File: src/design/lqi_pkg.sv
`timescale 1ns / 1ps
// ----------------------------------------------------------------------------
// lqi_pkg
// Shared types, constants and the microcode program of the LQI controller.
// ----------------------------------------------------------------------------
package lqi_pkg;

    // Fixed sizes of the ports and of the arithmetic.
    localparam int MAX_STATES       = 6;
    localparam int MAX_COMMANDS     = 3;
    localparam int NUM_TRACKED      = 3;
    localparam int DEF_NUM_STATES   = 6;
    localparam int DEF_NUM_COMMANDS = 3;

    localparam int WORD_W  = 16;
    localparam int CMD_W   = 32;
    localparam int INTEG_W = 32;
    localparam int PROD_W  = 48;
    localparam int ACC_W   = 52;
    localparam int ROW_W   = 2;
    localparam int COL_W   = 3;
    localparam int TRK_IW  = 2;
    localparam int UPC_W   = 3;

    localparam logic [WORD_W-1:0] PERIOD_RESET = 16'd655;

    // Configuration register indexes.
    localparam int CFG_IDX_W = 2;
    localparam logic [CFG_IDX_W-1:0] CFG_REF_A  = 2'd0;
    localparam logic [CFG_IDX_W-1:0] CFG_REF_B  = 2'd1;
    localparam logic [CFG_IDX_W-1:0] CFG_REF_C  = 2'd2;
    localparam logic [CFG_IDX_W-1:0] CFG_PERIOD = 2'd3;

    // Item codes.
    localparam logic MODE_LOAD  = 1'b0;
    localparam logic MODE_STEP  = 1'b1;
    localparam logic MATRIX_FB  = 1'b0;
    localparam logic MATRIX_TRK = 1'b1;

    typedef logic signed [WORD_W-1:0]  t_word;
    typedef logic signed [CMD_W-1:0]   t_cmd;
    typedef logic [UPC_W-1:0]          t_upc;

    // Datapath operations, one per microcode step.
    typedef enum logic [2:0] {
        OP_NOP,
        OP_INT_MUL,
        OP_INT_ACC,
        OP_TRK_MAC,
        OP_FB_MAC,
        OP_FLUSH,
        OP_CMD,
        OP_DONE
    } t_op;

    // Loop conditions: the jump is taken while the index is not yet at its last value.
    typedef enum logic [1:0] {
        C_NONE,
        C_COL_TRK,
        C_COL_ST,
        C_ROW
    } t_cond;

    typedef struct packed {
        t_op   op;
        t_cond cond;
        t_upc  target;
    } t_uword;

    // Control from the sequencer to the datapath.
    typedef struct packed {
        logic             start;
        t_op              op;
        logic [ROW_W-1:0] row;
        logic [COL_W-1:0] col;
    } t_ctrl;

    // One gain word write.
    typedef struct packed {
        logic             we;
        logic             matrix;
        logic [ROW_W-1:0] row;
        logic [COL_W-1:0] col;
        t_word            value;
    } t_load;

    // One configuration register write.
    typedef struct packed {
        logic                 we;
        logic [CFG_IDX_W-1:0] idx;
        logic [WORD_W-1:0]    data;
    } t_cfg_wr;

    // Program entry points.
    localparam t_upc UPC_INT    = 3'd0;
    localparam t_upc UPC_TRK    = 3'd2;
    localparam t_upc UPC_FB     = 3'd3;
    localparam t_upc UCODE_LAST = 3'd6;

    // The control program. Integrators first, then one pass per command row.
    function automatic t_uword ucode(input t_upc pc);
        t_uword uw;
        unique case (pc)
            3'd0:    uw = '{op: OP_INT_MUL, cond: C_NONE,    target: UPC_INT};
            3'd1:    uw = '{op: OP_INT_ACC, cond: C_COL_TRK, target: UPC_INT};
            3'd2:    uw = '{op: OP_TRK_MAC, cond: C_COL_TRK, target: UPC_TRK};
            3'd3:    uw = '{op: OP_FB_MAC,  cond: C_COL_ST,  target: UPC_FB};
            3'd4:    uw = '{op: OP_FLUSH,   cond: C_NONE,    target: UPC_INT};
            3'd5:    uw = '{op: OP_CMD,     cond: C_ROW,     target: UPC_TRK};
            default: uw = '{op: OP_DONE,    cond: C_NONE,    target: UPC_INT};
        endcase
        return uw;
    endfunction

endpackage

File: src/design/lqi_datapath.sv
`timescale 1ns / 1ps
// ----------------------------------------------------------------------------
// lqi_datapath
// Gain and integrator storage with one shared product register and accumulator,
// driven one operation per cycle by the microcode sequencer.
// ----------------------------------------------------------------------------
module lqi_datapath #(
    parameter int NUM_STATES   = lqi_pkg::DEF_NUM_STATES,
    parameter int NUM_COMMANDS = lqi_pkg::DEF_NUM_COMMANDS
) (
    input  logic             i_clk,
    input  logic             i_rst_n,
    input  lqi_pkg::t_cfg_wr i_cfg,
    input  lqi_pkg::t_load   i_load,
    input  lqi_pkg::t_ctrl   i_ctrl,
    input  lqi_pkg::t_word   i_state [NUM_STATES],
    output lqi_pkg::t_cmd    o_cmd [NUM_COMMANDS],
    output logic             o_sat
);

    localparam int ST_IW  = $clog2(NUM_STATES);
    localparam int ROW_IW = (NUM_COMMANDS > 1) ? $clog2(NUM_COMMANDS) : 1;
    localparam logic [lqi_pkg::COL_W-1:0] NST  = lqi_pkg::COL_W'(NUM_STATES);
    localparam logic [lqi_pkg::COL_W-1:0] NTRK = lqi_pkg::COL_W'(lqi_pkg::NUM_TRACKED);
    localparam logic [lqi_pkg::ROW_W-1:0] NCMD = lqi_pkg::ROW_W'(NUM_COMMANDS);

    lqi_pkg::t_word                      r_ref [lqi_pkg::NUM_TRACKED];
    logic [lqi_pkg::WORD_W-1:0]          r_period;
    lqi_pkg::t_word                      r_kfb [NUM_COMMANDS][NUM_STATES];
    lqi_pkg::t_word                      r_ktr [NUM_COMMANDS][lqi_pkg::NUM_TRACKED];
    logic signed [lqi_pkg::INTEG_W-1:0]  r_integ [lqi_pkg::NUM_TRACKED];
    lqi_pkg::t_word                      r_st [NUM_STATES];
    logic signed [lqi_pkg::PROD_W-1:0]   r_prod;
    logic                                r_prod_vld;
    logic signed [lqi_pkg::ACC_W-1:0]    r_acc;
    lqi_pkg::t_cmd                       r_cmd [NUM_COMMANDS];
    logic                                r_sat;

    logic [ROW_IW-1:0]          w_ri;
    logic [ST_IW-1:0]           w_ci_st;
    logic [lqi_pkg::TRK_IW-1:0] w_ci_tr;
    logic [ROW_IW-1:0]          w_ld_ri;
    logic [ST_IW-1:0]           w_ld_ci_st;
    logic [lqi_pkg::TRK_IW-1:0] w_ld_ci_tr;
    logic                       w_ld_row_ok;

    logic signed [16:0] w_diff;
    logic signed [33:0] w_int_prod;
    logic signed [34:0] w_int_rnd;
    logic signed [18:0] w_inc;
    logic signed [32:0] w_isum;
    logic               w_iovf;
    logic signed [lqi_pkg::INTEG_W-1:0] w_isat;
    logic signed [47:0] w_trk;
    logic signed [16:0] w_nst;
    logic signed [32:0] w_fb;
    logic signed [lqi_pkg::ACC_W-1:0] w_acc_add;
    logic signed [lqi_pkg::ACC_W-1:0] w_crnd;
    logic signed [43:0] w_cval;
    logic               w_covf;
    lqi_pkg::t_cmd      w_csat;

    // Table indexes, cut down to the bits that each depth needs.
    assign w_ri       = i_ctrl.row[ROW_IW-1:0];
    assign w_ci_st    = i_ctrl.col[ST_IW-1:0];
    assign w_ci_tr    = i_ctrl.col[lqi_pkg::TRK_IW-1:0];
    assign w_ld_ri    = i_load.row[ROW_IW-1:0];
    assign w_ld_ci_st = i_load.col[ST_IW-1:0];
    assign w_ld_ci_tr = i_load.col[lqi_pkg::TRK_IW-1:0];
    assign w_ld_row_ok = (i_load.row < NCMD);

    // Integrator increment: (reference - state) * period, rounded to Q.12.
    assign w_diff     = {r_ref[w_ci_tr][15], r_ref[w_ci_tr]}
                      - {r_st[w_ci_st][15], r_st[w_ci_st]};
    assign w_int_prod = w_diff * $signed({1'b0, r_period});
    assign w_int_rnd  = {r_prod[33], r_prod[33:0]} + 35'sd32768;
    assign w_inc      = w_int_rnd[34:16];

    // Saturating integrator update.
    assign w_isum = {r_integ[w_ci_tr][31], r_integ[w_ci_tr]} + {{14{w_inc[18]}}, w_inc};
    assign w_iovf = (w_isum[32] != w_isum[31]);
    assign w_isat = w_iovf ? (w_isum[32] ? 32'sh8000_0000 : 32'sh7FFF_FFFF)
                           : w_isum[31:0];

    // Products for the command sums; the feedback term is negated at the operand.
    assign w_trk = r_ktr[w_ri][w_ci_tr] * r_integ[w_ci_tr];
    assign w_nst = -$signed({r_st[w_ci_st][15], r_st[w_ci_st]});
    assign w_fb  = r_kfb[w_ri][w_ci_st] * w_nst;

    // The accumulator takes the product of the previous step.
    assign w_acc_add = r_prod_vld ? (r_acc + {{4{r_prod[47]}}, r_prod}) : r_acc;

    // Command rounding from Q.20 to Q.12 and saturation.
    assign w_crnd = r_acc + 52'sd128;
    assign w_cval = w_crnd[51:8];
    assign w_covf = !((&w_cval[43:31]) || (~|w_cval[43:31]));
    assign w_csat = w_covf ? (w_cval[43] ? 32'sh8000_0000 : 32'sh7FFF_FFFF)
                           : w_cval[31:0];

    // Registers, gain tables and the operation decoder.
    always_ff @(posedge i_clk) begin
        if (!i_rst_n) begin
            for (int t = 0; t < lqi_pkg::NUM_TRACKED; t++) begin
                r_ref[t]   <= '0;
                r_integ[t] <= '0;
            end
            r_period <= lqi_pkg::PERIOD_RESET;
            for (int r = 0; r < NUM_COMMANDS; r++) begin
                for (int c = 0; c < NUM_STATES; c++) begin
                    r_kfb[r][c] <= '0;
                end
                for (int c = 0; c < lqi_pkg::NUM_TRACKED; c++) begin
                    r_ktr[r][c] <= '0;
                end
            end
            r_prod_vld <= 1'b0;
            r_sat      <= 1'b0;
        end else begin
            // Configuration writes; an unknown index has no effect.
            if (i_cfg.we) begin
                unique case (i_cfg.idx)
                    lqi_pkg::CFG_REF_A:  r_ref[0] <= i_cfg.data;
                    lqi_pkg::CFG_REF_B:  r_ref[1] <= i_cfg.data;
                    lqi_pkg::CFG_REF_C:  r_ref[2] <= i_cfg.data;
                    lqi_pkg::CFG_PERIOD: r_period <= i_cfg.data;
                    default: ;
                endcase
            end

            // Gain word loads; out-of-range rows and columns are dropped.
            if (i_load.we && w_ld_row_ok) begin
                if (i_load.matrix == lqi_pkg::MATRIX_FB) begin
                    if (i_load.col < NST) begin
                        r_kfb[w_ld_ri][w_ld_ci_st] <= i_load.value;
                    end
                end else if (i_load.col < NTRK) begin
                    r_ktr[w_ld_ri][w_ld_ci_tr] <= i_load.value;
                end
            end

            // A new control step captures its state vector.
            if (i_ctrl.start) begin
                r_sat <= 1'b0;
                for (int s = 0; s < NUM_STATES; s++) begin
                    r_st[s] <= i_state[s];
                end
            end

            unique case (i_ctrl.op)
                lqi_pkg::OP_INT_MUL: begin
                    r_prod <= {{14{w_int_prod[33]}}, w_int_prod};
                end
                lqi_pkg::OP_INT_ACC: begin
                    r_integ[w_ci_tr] <= w_isat;
                    if (w_iovf) begin
                        r_sat <= 1'b1;
                    end
                    r_acc      <= '0;
                    r_prod_vld <= 1'b0;
                end
                lqi_pkg::OP_TRK_MAC: begin
                    r_acc      <= w_acc_add;
                    r_prod     <= w_trk;
                    r_prod_vld <= 1'b1;
                end
                lqi_pkg::OP_FB_MAC: begin
                    r_acc      <= w_acc_add;
                    r_prod     <= {{15{w_fb[32]}}, w_fb};
                    r_prod_vld <= 1'b1;
                end
                lqi_pkg::OP_FLUSH: begin
                    r_acc      <= w_acc_add;
                    r_prod_vld <= 1'b0;
                end
                lqi_pkg::OP_CMD: begin
                    r_cmd[w_ri] <= w_csat;
                    if (w_covf) begin
                        r_sat <= 1'b1;
                    end
                    r_acc <= '0;
                end
                default: ;
            endcase
        end
    end

    assign o_cmd = r_cmd;
    assign o_sat = r_sat;

endmodule

File: src/design/lqi_state_feedback_controller_top.sv
`timescale 1ns / 1ps
// ----------------------------------------------------------------------------
// lqi_state_feedback_controller_top
// State-feedback controller with integral tracking: a microcoded sequencer
// steps one shared multiply-accumulate datapath through each control step.
// ----------------------------------------------------------------------------
//  Channel   Direction  Handshake           Beat
//  input     in         i_valid / o_ready   gain load (mode 0) or control step (mode 1)
//  output    out        o_valid / i_ready   three commands and the saturation flag
//  config    in         i_cfg_we            one register write, taken at once
//
// A gain load gives no output beat. A control step runs the microcode program:
// the integrator updates, then per command row the tracking sum, the feedback
// sum, a flush and the command, then the final step; the input stays closed
// until the sequencer is idle again. A finished result sits in the output
// register, and further beats are accepted while it waits; the sequencer only
// holds at its final step if the previous result is still untaken. Reset is
// synchronous and clears gains, integrators and references.
// ----------------------------------------------------------------------------
module lqi_state_feedback_controller_top #(
    parameter int NUM_STATES   = lqi_pkg::DEF_NUM_STATES,
    parameter int NUM_COMMANDS = lqi_pkg::DEF_NUM_COMMANDS
) (
    input  logic                             i_clk,
    input  logic                             i_rst_n,
    // Configuration port
    input  logic                             i_cfg_we,
    input  logic [lqi_pkg::CFG_IDX_W-1:0]    i_cfg_index,
    input  logic [lqi_pkg::WORD_W-1:0]       i_cfg_data,
    // Input channel
    input  logic                             i_valid,
    output logic                             o_ready,
    input  logic                             i_mode,
    input  logic                             i_gain_matrix,
    input  logic [lqi_pkg::ROW_W-1:0]        i_gain_row,
    input  logic [lqi_pkg::COL_W-1:0]        i_gain_col,
    input  logic signed [15:0]               i_gain_value,
    input  logic signed [15:0]               i_state_0,
    input  logic signed [15:0]               i_state_1,
    input  logic signed [15:0]               i_state_2,
    input  logic signed [15:0]               i_state_3,
    input  logic signed [15:0]               i_state_4,
    input  logic signed [15:0]               i_state_5,
    // Output channel
    output logic                             o_valid,
    input  logic                             i_ready,
    output logic signed [31:0]               o_command_0,
    output logic signed [31:0]               o_command_1,
    output logic signed [31:0]               o_command_2,
    output logic                             o_saturated
);

    typedef enum logic {S_IDLE, S_RUN} t_state;

    t_state                      r_state;
    lqi_pkg::t_upc               r_pc;
    logic [lqi_pkg::ROW_W-1:0]   r_row;
    logic [lqi_pkg::COL_W-1:0]   r_col;
    logic                        r_out_valid;
    lqi_pkg::t_cmd               r_cmd [NUM_COMMANDS];
    logic                        r_sat;

    lqi_pkg::t_upc               n_pc;
    logic [lqi_pkg::ROW_W-1:0]   n_row;
    logic [lqi_pkg::COL_W-1:0]   n_col;

    lqi_pkg::t_uword  w_uw;
    logic             w_in_acc;
    logic             w_step_acc;
    logic             w_slot_free;
    logic             w_at_done;
    logic             w_done_go;
    logic             w_taken;
    logic             w_last_trk;
    logic             w_last_st;
    logic             w_last_row;
    lqi_pkg::t_ctrl   w_ctrl;
    lqi_pkg::t_load   w_load;
    lqi_pkg::t_cfg_wr w_cfg;
    lqi_pkg::t_word   w_state_all [lqi_pkg::MAX_STATES];
    lqi_pkg::t_word   w_state [NUM_STATES];
    lqi_pkg::t_cmd    w_dp_cmd [NUM_COMMANDS];
    logic             w_dp_sat;
    lqi_pkg::t_cmd    w_cmd_all [lqi_pkg::MAX_COMMANDS];

    // Handshake.
    assign o_ready     = (r_state == S_IDLE);
    assign w_in_acc    = i_valid && o_ready;
    assign w_step_acc  = w_in_acc && (i_mode == lqi_pkg::MODE_STEP);
    assign w_slot_free = !r_out_valid || i_ready;

    // Microcode fetch and loop conditions.
    assign w_uw       = lqi_pkg::ucode(r_pc);
    assign w_at_done  = (r_state == S_RUN) && (w_uw.op == lqi_pkg::OP_DONE);
    assign w_done_go  = w_at_done && w_slot_free;
    assign w_last_trk = (r_col == lqi_pkg::COL_W'(lqi_pkg::NUM_TRACKED - 1));
    assign w_last_st  = (r_col == lqi_pkg::COL_W'(NUM_STATES - 1));
    assign w_last_row = (r_row == lqi_pkg::ROW_W'(NUM_COMMANDS - 1));

    always_comb begin
        unique case (w_uw.cond)
            lqi_pkg::C_COL_TRK: w_taken = !w_last_trk;
            lqi_pkg::C_COL_ST:  w_taken = !w_last_st;
            lqi_pkg::C_ROW:     w_taken = !w_last_row;
            default:            w_taken = 1'b0;
        endcase
    end

    // Next program counter and loop indexes.
    always_comb begin
        n_pc  = w_taken ? w_uw.target : r_pc + 1'b1;
        n_row = r_row;
        n_col = r_col;
        unique case (w_uw.cond)
            lqi_pkg::C_COL_TRK,
            lqi_pkg::C_COL_ST: n_col = w_taken ? r_col + 1'b1 : '0;
            lqi_pkg::C_ROW:    n_row = w_taken ? r_row + 1'b1 : '0;
            default: ;
        endcase
    end

    // Sequencer state and output register.
    always_ff @(posedge i_clk) begin
        if (!i_rst_n) begin
            r_state     <= S_IDLE;
            r_pc        <= '0;
            r_row       <= '0;
            r_col       <= '0;
            r_out_valid <= 1'b0;
        end else begin
            // The output register fills from the final step and empties when taken.
            if (w_done_go) begin
                r_out_valid <= 1'b1;
            end else if (r_out_valid && i_ready) begin
                r_out_valid <= 1'b0;
            end
            unique case (r_state)
                S_IDLE: begin
                    if (w_step_acc) begin
                        r_state <= S_RUN;
                        r_pc    <= lqi_pkg::UPC_INT;
                        r_row   <= '0;
                        r_col   <= '0;
                    end
                end
                S_RUN: begin
                    if (w_at_done) begin
                        if (w_slot_free) begin
                            r_state <= S_IDLE;
                            r_cmd   <= w_dp_cmd;
                            r_sat   <= w_dp_sat;
                        end
                    end else begin
                        r_pc  <= n_pc;
                        r_row <= n_row;
                        r_col <= n_col;
                    end
                end
                default: r_state <= S_IDLE;
            endcase
        end
    end

    // Control, load and configuration towards the datapath.
    always_comb begin
        w_ctrl.start = w_step_acc;
        w_ctrl.op    = (r_state == S_RUN) ? w_uw.op : lqi_pkg::OP_NOP;
        w_ctrl.row   = r_row;
        w_ctrl.col   = r_col;

        w_load.we     = w_in_acc && (i_mode == lqi_pkg::MODE_LOAD);
        w_load.matrix = i_gain_matrix;
        w_load.row    = i_gain_row;
        w_load.col    = i_gain_col;
        w_load.value  = i_gain_value;

        w_cfg.we   = i_cfg_we;
        w_cfg.idx  = i_cfg_index;
        w_cfg.data = i_cfg_data;
    end

    assign w_state_all[0] = i_state_0;
    assign w_state_all[1] = i_state_1;
    assign w_state_all[2] = i_state_2;
    assign w_state_all[3] = i_state_3;
    assign w_state_all[4] = i_state_4;
    assign w_state_all[5] = i_state_5;

    for (genvar s = 0; s < NUM_STATES; s++) begin : g_state
        assign w_state[s] = w_state_all[s];
    end

    lqi_datapath #(
        .NUM_STATES   (NUM_STATES),
        .NUM_COMMANDS (NUM_COMMANDS)
    ) u_datapath (
        .i_clk   (i_clk),
        .i_rst_n (i_rst_n),
        .i_cfg   (w_cfg),
        .i_load  (w_load),
        .i_ctrl  (w_ctrl),
        .i_state (w_state),
        .o_cmd   (w_dp_cmd),
        .o_sat   (w_dp_sat)
    );

    // Commands beyond the configured count read as zero.
    for (genvar g = 0; g < lqi_pkg::MAX_COMMANDS; g++) begin : g_cmd
        if (g < NUM_COMMANDS) begin : g_used
            assign w_cmd_all[g] = r_cmd[g];
        end else begin : g_unused
            assign w_cmd_all[g] = '0;
        end
    end

    assign o_valid     = r_out_valid;
    assign o_command_0 = w_cmd_all[0];
    assign o_command_1 = w_cmd_all[1];
    assign o_command_2 = w_cmd_all[2];
    assign o_saturated = r_sat;

    // The program counter never leaves the program.
    a_pc_range: assert property (@(posedge i_clk) disable iff (!i_rst_n)
        r_pc <= lqi_pkg::UCODE_LAST)
        else $error("microcode program counter out of range");

    // The row counter stays inside the configured command rows while running.
    a_row_range: assert property (@(posedge i_clk) disable iff (!i_rst_n)
        (r_state == S_RUN) |-> (r_row <= lqi_pkg::ROW_W'(NUM_COMMANDS - 1)))
        else $error("command row index out of range");

    // A control step blocks the input until it has finished.
    a_step_busy: assert property (@(posedge i_clk) disable iff (!i_rst_n)
        w_step_acc |=> !o_ready)
        else $error("input accepted during a control step");

    // A gain load leaves the input open.
    a_load_free: assert property (@(posedge i_clk) disable iff (!i_rst_n)
        (w_in_acc && (i_mode == lqi_pkg::MODE_LOAD)) |=> o_ready)
        else $error("gain load stalled the input");

    // A result appears only from the final program step.
    a_result_src: assert property (@(posedge i_clk) disable iff (!i_rst_n)
        $rose(o_valid) |-> $past(w_done_go))
        else $error("output beat raised outside the final step");

endmodule
File: config.mk
export PLATFORM = sky130hd
export DESIGN_NAME = lqi_state_feedback_controller_top
export DESIGN_NICKNAME = d
export VERILOG_FILES = /design/src/design/lqi_pkg.sv /design/src/design/lqi_datapath.sv /design/src/design/lqi_state_feedback_controller_top.sv
export SDC_FILE = /design/constraint.sdc
export NUM_CORES = 2
export LEC_CHECK = 0
export BUFFER_PORTS_ARGS = -buffer_cell sky130_fd_sc_hd__buf_2
export CAP_MARGIN = 40
export CORE_MARGIN = 3
export CORE_UTILIZATION = 45
export CTS_CLUSTER_DIAMETER = 60
export DETAILED_ROUTE_END_ITERATION = 12
export GPL_ROUTABILITY_DRIVEN = 0
export RECOVER_POWER = 25
export SLEW_MARGIN = 40
export SYNTH_ARGS = -nofsm -noshare
export SYNTH_HDL_FRONTEND = slang
export SYNTH_SLANG_ARGS = --single-unit
File: constraint.sdc
create_clock -name i_clk -period 14.9 [get_ports i_clk]
set_input_delay 0.745 -clock i_clk [delete_from_list [all_inputs] [get_ports i_clk]]
set_output_delay 0.745 -clock i_clk [all_outputs]
set_load 0.01 [all_outputs]
* Yosys cells after proc, flatten, opt, wreduce, memory -nomap -nowiden *
Memories as Yosys holds them, arrays and structs flattened. A register that Yosys moved wholly into a read port is not among the register bits.
Cells that the tools add are included.

storage, ports and cells
  register bits after elaboration = 321
  word-level logic and storage cells = 220
  memories = 5
  output and inout bits = 99
  input bits = 142
  RAM bits = 672

memory list
  memory              words  bits a word  rd ports  clocked after memory_dff  write ports  RTL line            source
  u_datapath.r_kfb    3      96           1         1                         3            lqi_datapath.sv:29  lqi_pkg::t_word r_kfb [NUM_COMMANDS][NUM_STATES];
  u_datapath.r_ktr    3      48           1         1                         3            lqi_datapath.sv:30  lqi_pkg::t_word r_ktr [NUM_COMMANDS][lqi_pkg::NUM_TRACKED];
  u_datapath.r_integ  3      32           1         1                         3            lqi_datapath.sv:31  logic signed [lqi_pkg::INTEG_W-1:0] r_integ [lqi_pkg::NUM_TRACKED];
  u_datapath.r_st     6      16           1         1                         6            lqi_datapath.sv:32  lqi_pkg::t_word r_st [NUM_STATES];
  u_datapath.r_ref    3      16           1         1                         3            lqi_datapath.sv:27  lqi_pkg::t_word r_ref [lqi_pkg::NUM_TRACKED];

operators by class
  equality and inequality tests = 27
  reduce and logical (&&, ||, !) cells = 41
  $mul = 3
  $add $sub $neg = 9
  muxes and demuxes = 97
  order comparisons = 11
  bitwise gates (word level) = 10

operators with widths
  kind                                             number
  two-way mux 96 bit                               3
  two-way mux 32 bit                               6
  two-way mux 16 bit                               9
  two-way mux 48 bit                               3
  one-hot mux 48 bit (3 select lines)              1
  one-hot mux 52 bit (2 select lines)              1
  bitwise mux 96 bit                               1
  OR reduction 96 bit                              1
  demux 32 bit (select 2 bit)                      1
  adder 52 bit                                     1
  adder 52 x 9 -> 52 bit (second input constant)   1
  two-way mux 52 bit                               1
  binary-select mux 16 bit (select 3 bit)          1
  demux 16 bit (select 3 bit)                      1
  multiplier 16 x 32 -> 48 bit                     1
  one-hot mux 8 bit (6 select lines)               1
  OR reduction 48 bit                              1
  adder 34 x 17 -> 35 bit (second input constant)  1
  two-way mux 1 bit                                35
  multiplier 17 x 17 -> 34 bit                     1
  adder 32 x 19 -> 33 bit                          1
  multiplier 16 x 17 -> 33 bit                     1
  binary-select mux 16 bit (select 2 bit)          1
  demux 16 bit (select 2 bit)                      1
  other kinds (44)                                 123

* Depth between registers and ports, before layout *
  depth after elaboration = 10
  mapped depth = 47

* Hierarchy *
Synthesis repeated with hierarchy kept, for this count alone.

unflattened totals
  cells, all modules = 7,986
  area, all modules = 91,036.1 sq um

by module, submodules not included
  module                             cells each  times used  area each (sq um)
  lqi_datapath                       7,778       1           87,239.9
  lqi_state_feedback_controller_top  208         1           3,796.1

* Worst setup path after synthesis *
OpenSTA, ideal clock, no wires.

  path kind = register -> register
  start point = reg with a tool-made name
  end point = reg u_datapath.r_prod[46] (netlist bit), data pin
  path slack = 3.713 ns
  stages on the path, launching flop included = 46
  library setup time = 0.272 ns
  data arrival time = 10.915 ns
  cell sequence = dfxtp_1 -> buf_4 -> buf_6 -> buf_2 -> buf_2 -> buf_2 -> buf_2 -> mux2i_1 -> nor2_1 -> a21oi_1 -> ha_1 -> inv_1 -> fa_1 -> a21o_1 -> a21oi_1 -> o21ai_0 -> a21oi_1 -> o21bai_1 -> [10 not listed] -> xnor2_1 -> xnor2_1 -> fa_1 -> fa_1 -> inv_1 -> fa_1 -> inv_1 -> ha_1 -> a21o_1 -> a21oi_1 -> o21ai_0 -> o21bai_1 -> a21o_1 -> a21oi_2 -> nor2_1 -> or4_1 -> clkbuf_1 -> or4_1

RTL lines
  item                    RTL line             source
  end signal: assignment  lqi_datapath.sv:151  r_prod <= {{14{w_int_prod[33]}}, w_int_prod};
  end signal: assignment  lqi_datapath.sv:163  r_prod <= w_trk;
  end signal: assignment  lqi_datapath.sv:168  r_prod <= {{15{w_fb[32]}}, w_fb};
  end: declaration        lqi_datapath.sv:33   logic signed [lqi_pkg::PROD_W-1:0] r_prod;

==> results.toml <==
[clock_tree]
h-tree-depth = 4
cts_setup_buffers = 0
cts_sinks = 1174
cts-root-buf = "clkbuf_16"
cts_buffers = 133
postCtsResizedCells = 0
clk_pin_slew_ns = 0.06
ctsHoldBuffers = 0
clock_path_buffers = 3
cts_tree = "done"
insertion_delay_ns = 0.78

[global_routing]
grt_start_max_net_pins = 96
use_met2_pct = 38.8
grtUsageTotal_pct = 23.7
first_global_vias = 63200
grt_pass1_wl_mm = 376
gr-usage-met3_pct = 3.27
globalRouteMet1Util_pct = 33.1
antenna_found_initial = 9
busiest_layer = "met2"
overflow = 0

[synthesis]
synth_area_leader_cell = "edfxtp_1"
post_synth.cell_area_avg_sq_um = 11.4
synth_top_family_by_area = "adder cells"
yosysSeqAreaShare_pct = 38.4
synth-simple-area-share_pct = 11.6
synthesis.instances = 7937
synth_cell_type_count = 97
synthArstFlopShare_pct = 0
ys_top_cells_by_area = "edfxtp_1 (38%), fa_1 (23%), ha_1 (5.5%), inv_1 (5.2%), mux4_2 (5.1%)"
synth_compound_area_share_pct = 6.33
netlist_area_sq_um = 90900
synthAdderAreaFrac_pct = 28.6
yosys_warnings = 0
synth-edff-count = 1141
synth_mux_area_share_pct = 5.79
ys_ff_latch = 1174
yosysTopAreaCellShare_pct = 37.7
synth_flop_cell = "edfxtp_1"
synth-xor-area-share_pct = 2.64

[critical_path]
cpMostUsedCell = "fa_1"
path_class = "flip-flop to flip-flop"
critPathArrivalTime_ns = 12.38
path_max_fanout = 29
cp_slowest_cell = "fa_1"
r2r_cells = 35
reg2reg_slack_ns = 3.01
end_kind = "flip-flop"
r2r_end = "u_datapath.r_prod[46]"
required_ns = 15.39
critPathMaxStageDelay_ns = 0.70
critPathLaunchType = "flip-flop"

[sta]
worst_pin_slew_ns = 4.76
skew_ns = 0.0647
period_share_pct = 79.8
slew_headroom_pct = -217
rsz0062_at_grt = "false"
fmax_ghz = 0.0841
hold_violations = 0
setup_viol = 0
fin_setup_tns_ns = 0
holdWs_ns = 0.138
slew_violations = 174
period_needed_ns = 11.89

[detailed_routing]
wl_per_cell_microns = 22.0
wirelength_mm = 243
dr.first_iter.drc_count = 5084
drc = 0
avgViaCountPerCell = 5.46
ant_nets = 0
dr.pass1.iters = 5
num_vias = 60200

[final_layout]
finalNonFillerCells = 11000
fillers = 18000
layout-drive-gt1-share_pct = 9.80
syn_to_final_growth_pct = 10.5
stdcell_area_sq_um = 100000
nets = 9849

[floorplan]
core_sq_um = 200000
die_height_microns = 455
die-area_sq_um = 207000
num_rows = 164
io_pins = 241
initial_utilization_pct = 45.4
dieWidth_microns = 455

[placed_design]
dp_hpwl_mm = 179
numPortBuffers = 240
place_area_sq_um = 96300
place_inst = 10800

[worst_hold_path]
min_path_cells = 1
worstHoldPathType = "primary input to flip-flop"
min_to = "u_datapath.r_st[5][15]"
min-delay-start = "i_state_5[15]"

[power_and_ir_drop]
powerDensity_nw_per_um2 = 195
p_leak_nw = 42.0
total_power_mw = 19.6
peakVddDrop_uv = 482

[outcome]
status = "complete, but fails checks"
violations = "max-capacitance violations, max-slew violations"

[job]
cap_violations = 4
[per-layer routing]
metal	vias to the layer above	wire length [microns]
met2	2102	114000
met5	-	69
met3	411	15800
met1	31000	105000
li1	26700	-
met4	10	7650
[cells in the mapped netlist, drive strengths merged (10+ instances only)]
cell,count
mux2i,60
inv,1261
nand3b,13
o21bai,31
edfxtp,1141
a2111oi,10
and3,40
o21a,28
ha,403
maj3,12
nand4,33
or3,14
xor2,108
nor2,639
a31oi,25
mux4,205
a21o,113
o22ai,13
or2,24
a21oi,246
nand3,78
xnor2,166
dfxtp,33
and2,296
a211oi,24
nor3,48
o31ai,13
nor3b,11
a22oi,18
fa,1038
o211ai,17
o21ai,259
buf,60
a21boi,14
nor2b,105
nand2b,77
clkbuf,265
nand2,868
[layout by cell type, fill, tap and decap left out, types with 33 or more instances in the layout]
master	n
nor2_1	635
fa_1	1037
ha_1	402
inv_1	1258
nor3_1	45
a21o_1	113
and3_1	39
clkbuf_1	155
nor2b_1	105
nand3_1	71
clkbuf_16	136
mux4_2	205
o21ai_0	228
a21oi_2	33
edfxtp_1	1141
xnor2_1	156
xor2_1	102
nand2_1	848
a21oi_1	207
and2_1	278
buf_2	126
mux2i_1	60
conb_1	144
nand2b_1	77
buf_4	111
[area by class of cell]
cell class / count / area, sq um / share of cell area, %
clock buffer: 166 / 3530 / 3.51
sequential: 1174 / 34900 / 34.8
clock inverter: 74 / 751 / 0.748
multi-input combinational: 5319 / 51000 / 50.8
tap: 2656 / 3320 / 3.31
timing repair buffer: 376 / 2150 / 2.14
antenna: 4 / 10.0 / 0.00997
inverter: 1262 / 4740 / 4.72
[critical path: cells and delay by family (launching register included)]
| family | cells | cell delay, ns |
|---|---|---|
| AOI/OAI and AO/OA | 16 | 3.62 |
| adders and majority gates | 7 | 3.40 |
| and+or+nand+nor | 5 | 1.64 |
| buffers and inverters | 4 | 0.87 |
| xor gates and xnor gates | 2 | 0.84 |
| DFF | 1 | 0.60 |
| muxes | 1 | 0.59 |
[stage by stage]
step | worst slack (ns) | utilization, %
after global placement | 2.76 | 47.8
after CTS | 3.03 | 50.2
final | 3.01 | 50.1
after detailed placement | 3.06 | 48.1
after floorplan | 3.71 | -
after global routing | 2.28 | 50.1
[flip-flops by register name (all words and copies together) (netlist names), named ones only]
name and count:
r_pc 3, o_saturated 1, o_command_1 32, u_datapath.r_integ 128, u_datapath.o_sat 1, o_command_0 32, u_datapath.r_kfb 384, o_valid 1
u_datapath.r_st 96, o_command_2 32, u_datapath.r_prod 48, r_col 3, u_datapath.r_prod_vld 1, u_datapath.r_period 16, r_row 2, u_datapath.r_acc 52
u_datapath.r_ref 48, r_state 1, u_datapath.o_cmd 96, u_datapath.r_ktr 192
[report_power, final]
group | internal, mW | total [mW] | switching, mW
Sequential | 4.23 | 4.37 | 0.137
Clock | 1.78 | 3.15 | 1.37
Combinational | 4.72 | 12.1 | 7.37
[worst max path at each step]
stage,startpoint,endpoint,slack [ns],cells after the start
final,flip-flop,u_datapath.r_prod[46],3.01,35
after global routing,flip-flop,u_datapath.r_prod[46],2.28,35
after CTS,flip-flop,u_datapath.r_prod[46],3.03,35
after detailed placement,flip-flop,u_datapath.r_prod[46],3.06,35
after global placement,flip-flop,u_datapath.r_prod[46],2.76,38
after floorplan,flip-flop,u_datapath.r_prod[46],3.71,45
[cell families (layout without fill, tap and decap cells)]
family | after synthesis | after routing
xor gates and xnor gates | 274 | 274
adders and majority gates | 1453 | 1453
DFF | 1174 | 1174
other | 1 | 148
AOI/OAI and AO/OA | 896 | 896
and+or+nand+nor | 2283 | 2283
buffers and inverters | 1587 | 1878
muxes | 269 | 269
Power figures use the tool's default switching activity.
